`src/design/ttmc_pkg.sv`:
```
// Shared types and constants for the truth table merge and combine block.
`default_nettype none

package ttmc_pkg;

    localparam int ID_WIDTH_DEF = 8;
    localparam int NUM_SLOTS    = 4;
    localparam int TT_BITS      = 16;
    localparam int POS_BITS     = 2;
    localparam int OP_BITS      = 3;

    typedef enum logic [OP_BITS-1:0] {
        OP_NOT  = 3'd0,
        OP_AND  = 3'd1,
        OP_OR   = 3'd2,
        OP_XOR  = 3'd3,
        OP_XNOR = 3'd4
    } opcode_t;

    typedef struct packed {
        logic [NUM_SLOTS-1:0][POS_BITS-1:0] pos;
        logic                               ovf;
    } merge_map_t;

endpackage

`default_nettype wire

```
`src/design/truth_table_merge_combine.sv`:
```
// Top level of the truth table merge and combine block.
//
//  channel | dir | tdata (low bit up)                               | tuser
//  s_*     | in  | a_truth, a_slot0..3, b_truth, b_slot0..3, zeros | opcode
//  m_*     | out | out_truth, out_slot0..3, zeros                   | overflow
//
// One item per cycle while m_tready does not stall; each item passes the input register, then the result register.
// Input register feeds the merge and combine logic, which loads the result register.
// A stalled m_tready holds the result and the input register; s_tready drops only
// when both are full. rst_n clears the valid flags only.
`default_nettype none

module truth_table_merge_combine
    import ttmc_pkg::*;
#(
    parameter int ID_WIDTH = ID_WIDTH_DEF
)
(
    input  wire logic                   clk,
    input  wire logic                   rst_n,
    input  wire logic                   s_tvalid,
    output logic                        s_tready,
    // a_truth, a_slot0, a_slot1, a_slot2, a_slot3, b_truth, b_slot0..b_slot3, zero pad
    input  wire logic [((32 + 8*ID_WIDTH + 7) / 8) * 8 - 1:0] s_tdata,
    // opcode
    input  wire logic [OP_BITS-1:0]     s_tuser,
    output logic                        m_tvalid,
    input  wire logic                   m_tready,
    // out_truth, out_slot0, out_slot1, out_slot2, out_slot3, zero pad
    output logic [((16 + 4*ID_WIDTH + 7) / 8) * 8 - 1:0] m_tdata,
    // overflow
    output logic [0:0]                  m_tuser
);

    localparam int B_TT_LSB   = TT_BITS + NUM_SLOTS * ID_WIDTH;
    localparam int B_SLOT_LSB = B_TT_LSB + TT_BITS;

    logic                               in_valid_reg;
    opcode_t                            opcode_reg;
    logic [TT_BITS-1:0]                 a_truth_reg;
    logic [TT_BITS-1:0]                 b_truth_reg;
    logic [NUM_SLOTS-1:0][ID_WIDTH-1:0] a_slots_reg;
    logic [NUM_SLOTS-1:0][ID_WIDTH-1:0] b_slots_reg;

    logic                               res_valid_reg;
    logic [TT_BITS-1:0]                 res_truth_reg;
    logic [NUM_SLOTS-1:0][ID_WIDTH-1:0] res_slots_reg;
    logic                               res_ovf_reg;

    logic [TT_BITS-1:0]                 res_truth_next;
    logic [NUM_SLOTS-1:0][ID_WIDTH-1:0] res_slots_next;
    logic                               res_ovf_next;
    logic [NUM_SLOTS-1:0][ID_WIDTH-1:0] merged_slots;
    merge_map_t                         map;

    logic                               advance;
    logic                               load_in;

    assign advance  = !res_valid_reg || m_tready;
    assign s_tready = !in_valid_reg || advance;
    assign load_in  = s_tvalid && s_tready;

    always_ff @(posedge clk or negedge rst_n)
    begin
        if (!rst_n)
        begin
            in_valid_reg  <= 1'b0;
            res_valid_reg <= 1'b0;
        end
        else
        begin
            if (s_tready)
            begin
                in_valid_reg <= s_tvalid;
            end
            if (advance)
            begin
                res_valid_reg <= in_valid_reg;
            end
        end
    end

    always_ff @(posedge clk)
    begin
        if (load_in)
        begin
            opcode_reg  <= opcode_t'(s_tuser);
            a_truth_reg <= s_tdata[TT_BITS-1:0];
            b_truth_reg <= s_tdata[B_TT_LSB +: TT_BITS];
            for (int i = 0; i < NUM_SLOTS; i++)
            begin
                a_slots_reg[i] <= s_tdata[TT_BITS + i*ID_WIDTH +: ID_WIDTH];
                b_slots_reg[i] <= s_tdata[B_SLOT_LSB + i*ID_WIDTH +: ID_WIDTH];
            end
        end
        if (advance && in_valid_reg)
        begin
            res_truth_reg <= res_truth_next;
            res_slots_reg <= res_slots_next;
            res_ovf_reg   <= res_ovf_next;
        end
    end

    ttmc_merge #(
        .ID_WIDTH (ID_WIDTH)
    ) u_merge (
        .a_slots      (a_slots_reg),
        .b_slots      (b_slots_reg),
        .merged_slots (merged_slots),
        .map          (map)
    );

    ttmc_combine #(
        .ID_WIDTH (ID_WIDTH)
    ) u_combine (
        .opcode       (opcode_reg),
        .a_truth      (a_truth_reg),
        .b_truth      (b_truth_reg),
        .a_slots      (a_slots_reg),
        .merged_slots (merged_slots),
        .map          (map),
        .out_truth    (res_truth_next),
        .out_slots    (res_slots_next),
        .overflow     (res_ovf_next)
    );

    always_comb
    begin
        m_tdata              = '0;
        m_tdata[TT_BITS-1:0] = res_truth_reg;
        for (int i = 0; i < NUM_SLOTS; i++)
        begin
            m_tdata[TT_BITS + i*ID_WIDTH +: ID_WIDTH] = res_slots_reg[i];
        end
    end

    assign m_tvalid   = res_valid_reg;
    assign m_tuser[0] = res_ovf_reg;

endmodule

`default_nettype wire

```
`src/design/ttmc_merge.sv`:
```
// Slot merge: places the B operand's signal ids into the merged slot list.
`default_nettype none

module ttmc_merge
    import ttmc_pkg::*;
#(
    parameter int ID_WIDTH = ID_WIDTH_DEF
)
(
    input  wire logic [NUM_SLOTS-1:0][ID_WIDTH-1:0] a_slots,
    input  wire logic [NUM_SLOTS-1:0][ID_WIDTH-1:0] b_slots,
    output logic      [NUM_SLOTS-1:0][ID_WIDTH-1:0] merged_slots,
    output merge_map_t                              map
);

    logic [NUM_SLOTS-1:0][ID_WIDTH-1:0] m;
    logic [NUM_SLOTS-1:0][POS_BITS-1:0] pos;
    logic [NUM_SLOTS-1:0]               mapped;
    logic [NUM_SLOTS-1:0]               used;
    logic                               live;
    logic                               ovf;
    logic                               found;
    logic [POS_BITS-1:0]                idx;

    always_comb
    begin
        m      = a_slots;
        pos    = '0;
        mapped = '0;
        used   = '0;
        live   = 1'b1;
        ovf    = 1'b0;
        found  = 1'b0;
        idx    = '0;
        for (int j = 0; j < NUM_SLOTS; j++)
        begin
            if (!live || (b_slots[j] == '0))
            begin
                live = 1'b0;
            end
            else
            begin
                found = 1'b0;
                idx   = '0;
                for (int i = 0; i < NUM_SLOTS; i++)
                begin
                    if (!found && ((m[i] == '0) || (m[i] == b_slots[j])))
                    begin
                        found = 1'b1;
                        idx   = POS_BITS'(i);
                    end
                end
                if (found)
                begin
                    m[idx]    = b_slots[j];
                    pos[j]    = idx;
                    mapped[j] = 1'b1;
                    used[idx] = 1'b1;
                end
                else
                begin
                    ovf = 1'b1;
                end
            end
        end
        // give unplaced B positions the lowest unclaimed slots
        for (int j = 0; j < NUM_SLOTS; j++)
        begin
            if (!mapped[j])
            begin
                found = 1'b0;
                idx   = '0;
                for (int i = 0; i < NUM_SLOTS; i++)
                begin
                    if (!found && !used[i])
                    begin
                        found = 1'b1;
                        idx   = POS_BITS'(i);
                    end
                end
                if (found)
                begin
                    pos[j]    = idx;
                    used[idx] = 1'b1;
                end
            end
        end
    end

    assign merged_slots = m;
    assign map.pos      = pos;
    assign map.ovf      = ovf;

endmodule

`default_nettype wire

```
`src/design/ttmc_combine.sv`:
```
// Permute B's truth table onto the merged slots and apply the operation.
`default_nettype none

module ttmc_combine
    import ttmc_pkg::*;
#(
    parameter int ID_WIDTH = ID_WIDTH_DEF
)
(
    input  wire opcode_t                            opcode,
    input  wire logic [TT_BITS-1:0]                 a_truth,
    input  wire logic [TT_BITS-1:0]                 b_truth,
    input  wire logic [NUM_SLOTS-1:0][ID_WIDTH-1:0] a_slots,
    input  wire logic [NUM_SLOTS-1:0][ID_WIDTH-1:0] merged_slots,
    input  wire merge_map_t                         map,
    output logic      [TT_BITS-1:0]                 out_truth,
    output logic      [NUM_SLOTS-1:0][ID_WIDTH-1:0] out_slots,
    output logic                                    overflow
);

    logic [TT_BITS-1:0]   pb;
    logic [NUM_SLOTS-1:0] k;
    logic [NUM_SLOTS-1:0] m_idx;

    always_comb
    begin
        pb    = '0;
        k     = '0;
        m_idx = '0;
        for (int i = 0; i < TT_BITS; i++)
        begin
            m_idx = NUM_SLOTS'(i);
            for (int j = 0; j < NUM_SLOTS; j++)
            begin
                k[j] = m_idx[map.pos[j]];
            end
            pb[i] = b_truth[k];
        end
    end

    always_comb
    begin
        out_slots = merged_slots;
        overflow  = map.ovf;
        case (opcode)
            OP_AND:  out_truth = a_truth & pb;
            OP_OR:   out_truth = a_truth | pb;
            OP_XOR:  out_truth = a_truth ^ pb;
            OP_XNOR: out_truth = ~(a_truth ^ pb);
            OP_NOT:
            begin
                out_truth = ~a_truth;
                out_slots = a_slots;
                overflow  = 1'b0;
            end
            default:
            begin
                out_truth = a_truth;
                out_slots = a_slots;
                overflow  = 1'b0;
            end
        endcase
    end

endmodule

`default_nettype wire
```
`config.mk`:
```
export PLATFORM = sky130hd
export DESIGN_NAME = truth_table_merge_combine
export DESIGN_NICKNAME = d
export VERILOG_FILES = /design/src/design/ttmc_pkg.sv /design/src/design/truth_table_merge_combine.sv /design/src/design/ttmc_merge.sv /design/src/design/ttmc_combine.sv
export SDC_FILE = /design/constraint.sdc
export NUM_CORES = 1
export LEC_CHECK = 0
export BUFFER_PORTS_ARGS = -buffer_cell sky130_fd_sc_hd__buf_2
export CAP_MARGIN = 20
export CORE_MARGIN = 3
export CORE_UTILIZATION = 48
export DETAILED_ROUTE_END_ITERATION = 8
export PLACE_DENSITY = 0.67
export SYNTH_ARGS = -nofsm -noshare
export SYNTH_HDL_FRONTEND = slang
export SYNTH_SLANG_ARGS = --single-unit
```
`constraint.sdc`:
```
create_clock -name clk -period 8.7 [get_ports clk]
set_clock_uncertainty 0.1 [all_clocks]
set_input_delay 2.61 -clock clk [delete_from_list [all_inputs] [get_ports clk]]
set_output_delay 2.61 -clock clk [all_outputs]
set_load 0.02 [all_outputs]
```
==> results_dict.tcl <==
set metrics [dict create \
    status "finished, final reports clean" \
    syn_to_final_growth_pct 13.3 \
    clkTransAtPathRegs_ns 0.06 \
    drv_cap 0 \
    worstPathArrival_ns 8.56 \
    drive_above_1_share_pct 24.9 \
    ctsRootBufferMaster "clkbuf_16" \
    critPathCaptureType "flop" \
    p_per_area_mw_per_mm2 157 \
    h-tree-depth 4 \
    ys_warn_count 0 \
    crit_top_cell "inv_1" \
    crit_fanout 13 \
    grt_max_degree 65 \
    hold_buffers 0 \
    cts_tree "built" \
    crit_start "a_slots_reg[27]" \
    cp-start-kind "flop" \
    tns_ns 0 \
    netlist-cell-type-count 98 \
    fmax_ghz 0.119 \
    path_class "flop to flop" \
    synth_top_area_share_pct 31.9 \
    wire_per_inst_microns 25.4 \
    die_h_microns 176 \
    slew_viol_final 0 \
    crit_family "compound AO/OA/AOI/OAI gates" \
    rows 61 \
    antenna_cells 0 \
    p_total_mw 2.48 \
    core-area_sq_mm 0.0282 \
    regArea_sq_mm 0.00449 \
    fin_util_pct 55.9 \
    muxShareOfSynthArea_pct 16.7 \
    ys_seq_area_share_pct 32.2 \
    slowest_delay_ns 0.59 \
    r2r-end "res_truth_reg[1]" \
    ioPinCount 154 \
    regToRegStartpoint "a_slots_reg[27]" \
    nets 1731 \
    min_path_type "flop to flop" \
    multi_input_area_sq_mm 0.00850 \
    grt_pass1_vias 11852 \
    num_vias 12610 \
    wirelength_mm 49.8 \
    portBuffers 153 \
    clockBufferDepth 2 \
    numCtsBuffers 17 \
    r2r_cells 28 \
    synthesis.nets 1605 \
    viasPerCell 6.44 \
    setup_viol 0 \
    drc_errors 0 \
    synth-seq-cells 150 \
    postSynthCellCount 1442 \
    cp.required_ns 8.82 \
    drt_first_pass_iters 8 \
    dieWidth_microns 176 \
    antenna_found_initial 0 \
    synthFlopType "edfxtp_1" \
    ff2ff_setup_slack_ns 0.26 \
    cp-endpoint "res_truth_reg[1]" \
    yosys.area_share.simple_pct 13.6 \
    fillCellCount 2526 \
    cp_num_cells 28 \
    final_common_cell "buf_2" \
    synthAdderAreaFrac_pct 5.38 \
    dieArea_sq_mm 0.0311 \
    track_usage_pct 31.7 \
    final_hold_viol_count 0 \
    initial_core_util_pct 49.4 \
    place_area_sq_mm 0.0150 \
    ir_drop_v 0.000195 \
    synth_largest_area_cell "edfxtp_1" \
    postLayoutCellArea_sq_mm 0.0158 \
    worst_slew_pin_slew_ns 0.877 \
    synth_compound_area_share_pct 18.4 \
    avgSynthCellArea_sq_um 9.67 \
    critical_path_buf_inv_count 4 \
    drtIter0Drc 1770 \
    period_needed_ns 8.44 \
    final_cell_mix "buf_2 (153), edfxtp_1 (148), nand2_1 (123)" \
    synthesis.area_sq_mm 0.0139 \
    cpMaxStageDelayCell "edfxtp_1" \
    synth.area.top_cells "edfxtp_1 (32%), mux4_2 (9.0%), xnor2_1 (5.8%), mux2i_1 (5.5%), ha_1 (5.4%)" \
    power.leakage_nw 6.13 \
    grt_overflow_total 0 \
    gp_congestion 1.09 \
    ant_nets 0 \
    hold_path_startpoint "in_valid_reg" \
    async_flop_share_pct 1.33 \
    synth_top_family_by_area "compound AO/OA/AOI/OAI gates" \
    grt_pass1_wl_mm 74.3 \
    slew_headroom_pct 41.1 \
    rsz0062_at_grt "no" \
    finalCritPeriodShare_pct 97.0 \
    clock_latency_ns 0.45 \
    synth_xor_area_share_pct 6.72 \
    cts.sinks 150 \
    synth_edf_count 148 \
    hpwl_mm 36.7 \
]
-- synth_stat cells (11+ instances only) --
| cell | number |
|---|---|
| edfxtp_1 | 148 |
| nand2_1 | 123 |
| o21ai_0 | 107 |
| nor2_1 | 99 |
| xnor2_1 | 92 |
| mux2i_1 | 77 |
| inv_1 | 75 |
| clkbuf_1 | 72 |
| a21oi_1 | 62 |
| ha_1 | 60 |
| mux4_2 | 56 |
| o211ai_1 | 47 |
| buf_2 | 24 |
| mux2_2 | 24 |
| nand3_1 | 23 |
| nand2b_1 | 22 |
| nand4_1 | 22 |
| a22oi_1 | 20 |
| nor4_1 | 19 |
| and2_1 | 16 |
| xor2_1 | 15 |
| buf_6 | 13 |
| nor3_1 | 13 |
| a211oi_1 | 12 |
| o22ai_1 | 12 |
| buf_4 | 11 |
| o21ai_1 | 11 |
-- worst min path at each step --
stage / slack, ns / cells after the start / endpoint
final: 0.40 / 1 / m_tvalid
after global routing: 0.45 / 1 / m_tvalid
after CTS: 0.40 / 1 / m_tvalid
after detailed placement: 0.37 / 1 / m_tvalid
after global placement: 0.38 / 1 / m_tvalid
after floorplan: 0.35 / 1 / m_tvalid
-- cells by family after synthesis --
logic type / Yosys count
compound gates: 374
flops: 150
simple gates: 383
mux: 159
buf+inv: 209
fa+ha+maj: 60
xor+xnor: 107
-- worst register-to-register path, delay by kind of cell (launching register included) --
kind / cells / cell delay [ns]
mux: 2 / 1.08
compound gates: 13 / 3.14
fa+ha+maj: 2 / 0.45
simple gates: 7 / 2.39
buf+inv: 4 / 0.47
flops: 1 / 0.59
-- per-layer routing --
layer | GRT usage, % | wire, microns | part of all wire [%] | vias to the layer above
li1 | - | - | - | 5614
met1 | 47.3 | 21400 | 43 | 6000
met2 | 44.0 | 20200 | 41 | 879
met3 | 8.86 | 6380 | 13 | 117
met4 | 10.9 | 1770 | 3.5 | 0
met5 | 0 | 0 | 0 | -
-- where the power goes --
part	internal, mW	switching (mW)	leakage [nW]
Clock	0.468	0.303	0.295
Combinational	0.327	0.423	4.39
Sequential	0.871	0.0912	1.45
Total	1.67	0.817	6.13
-- metrics by stage --
stage                     hold WS [ns]  cells  worst slack (ns)
after global placement           0.375   1907             0.353
after detailed placement         0.372   1907             0.361
after CTS                        0.395   1939             0.327
after global routing             0.454   1959            0.0240
final                            0.397   1959             0.262
after floorplan                  0.349   1442              1.40
-- area by class of cell --
| cell class | count | area share, % |
|---|---|---|
| Sequential cell | 150 | 28.4 |
| Timing Repair Buffer | 233 | 8.89 |
| Tap cell | 378 | 2.99 |
| Clock buffer | 22 | 2.94 |
| Inverter | 83 | 1.99 |
| Multi-Input combinational cell | 1083 | 53.8 |
| Clock inverter | 10 | 0.927 |
-- repair_timing --
item,4_1_cts,5_1_grt
buffers inserted,0,19
endpoints found under the setup margin,0,8
resized for setup,0,2
(Power assumes the default switching activity.)
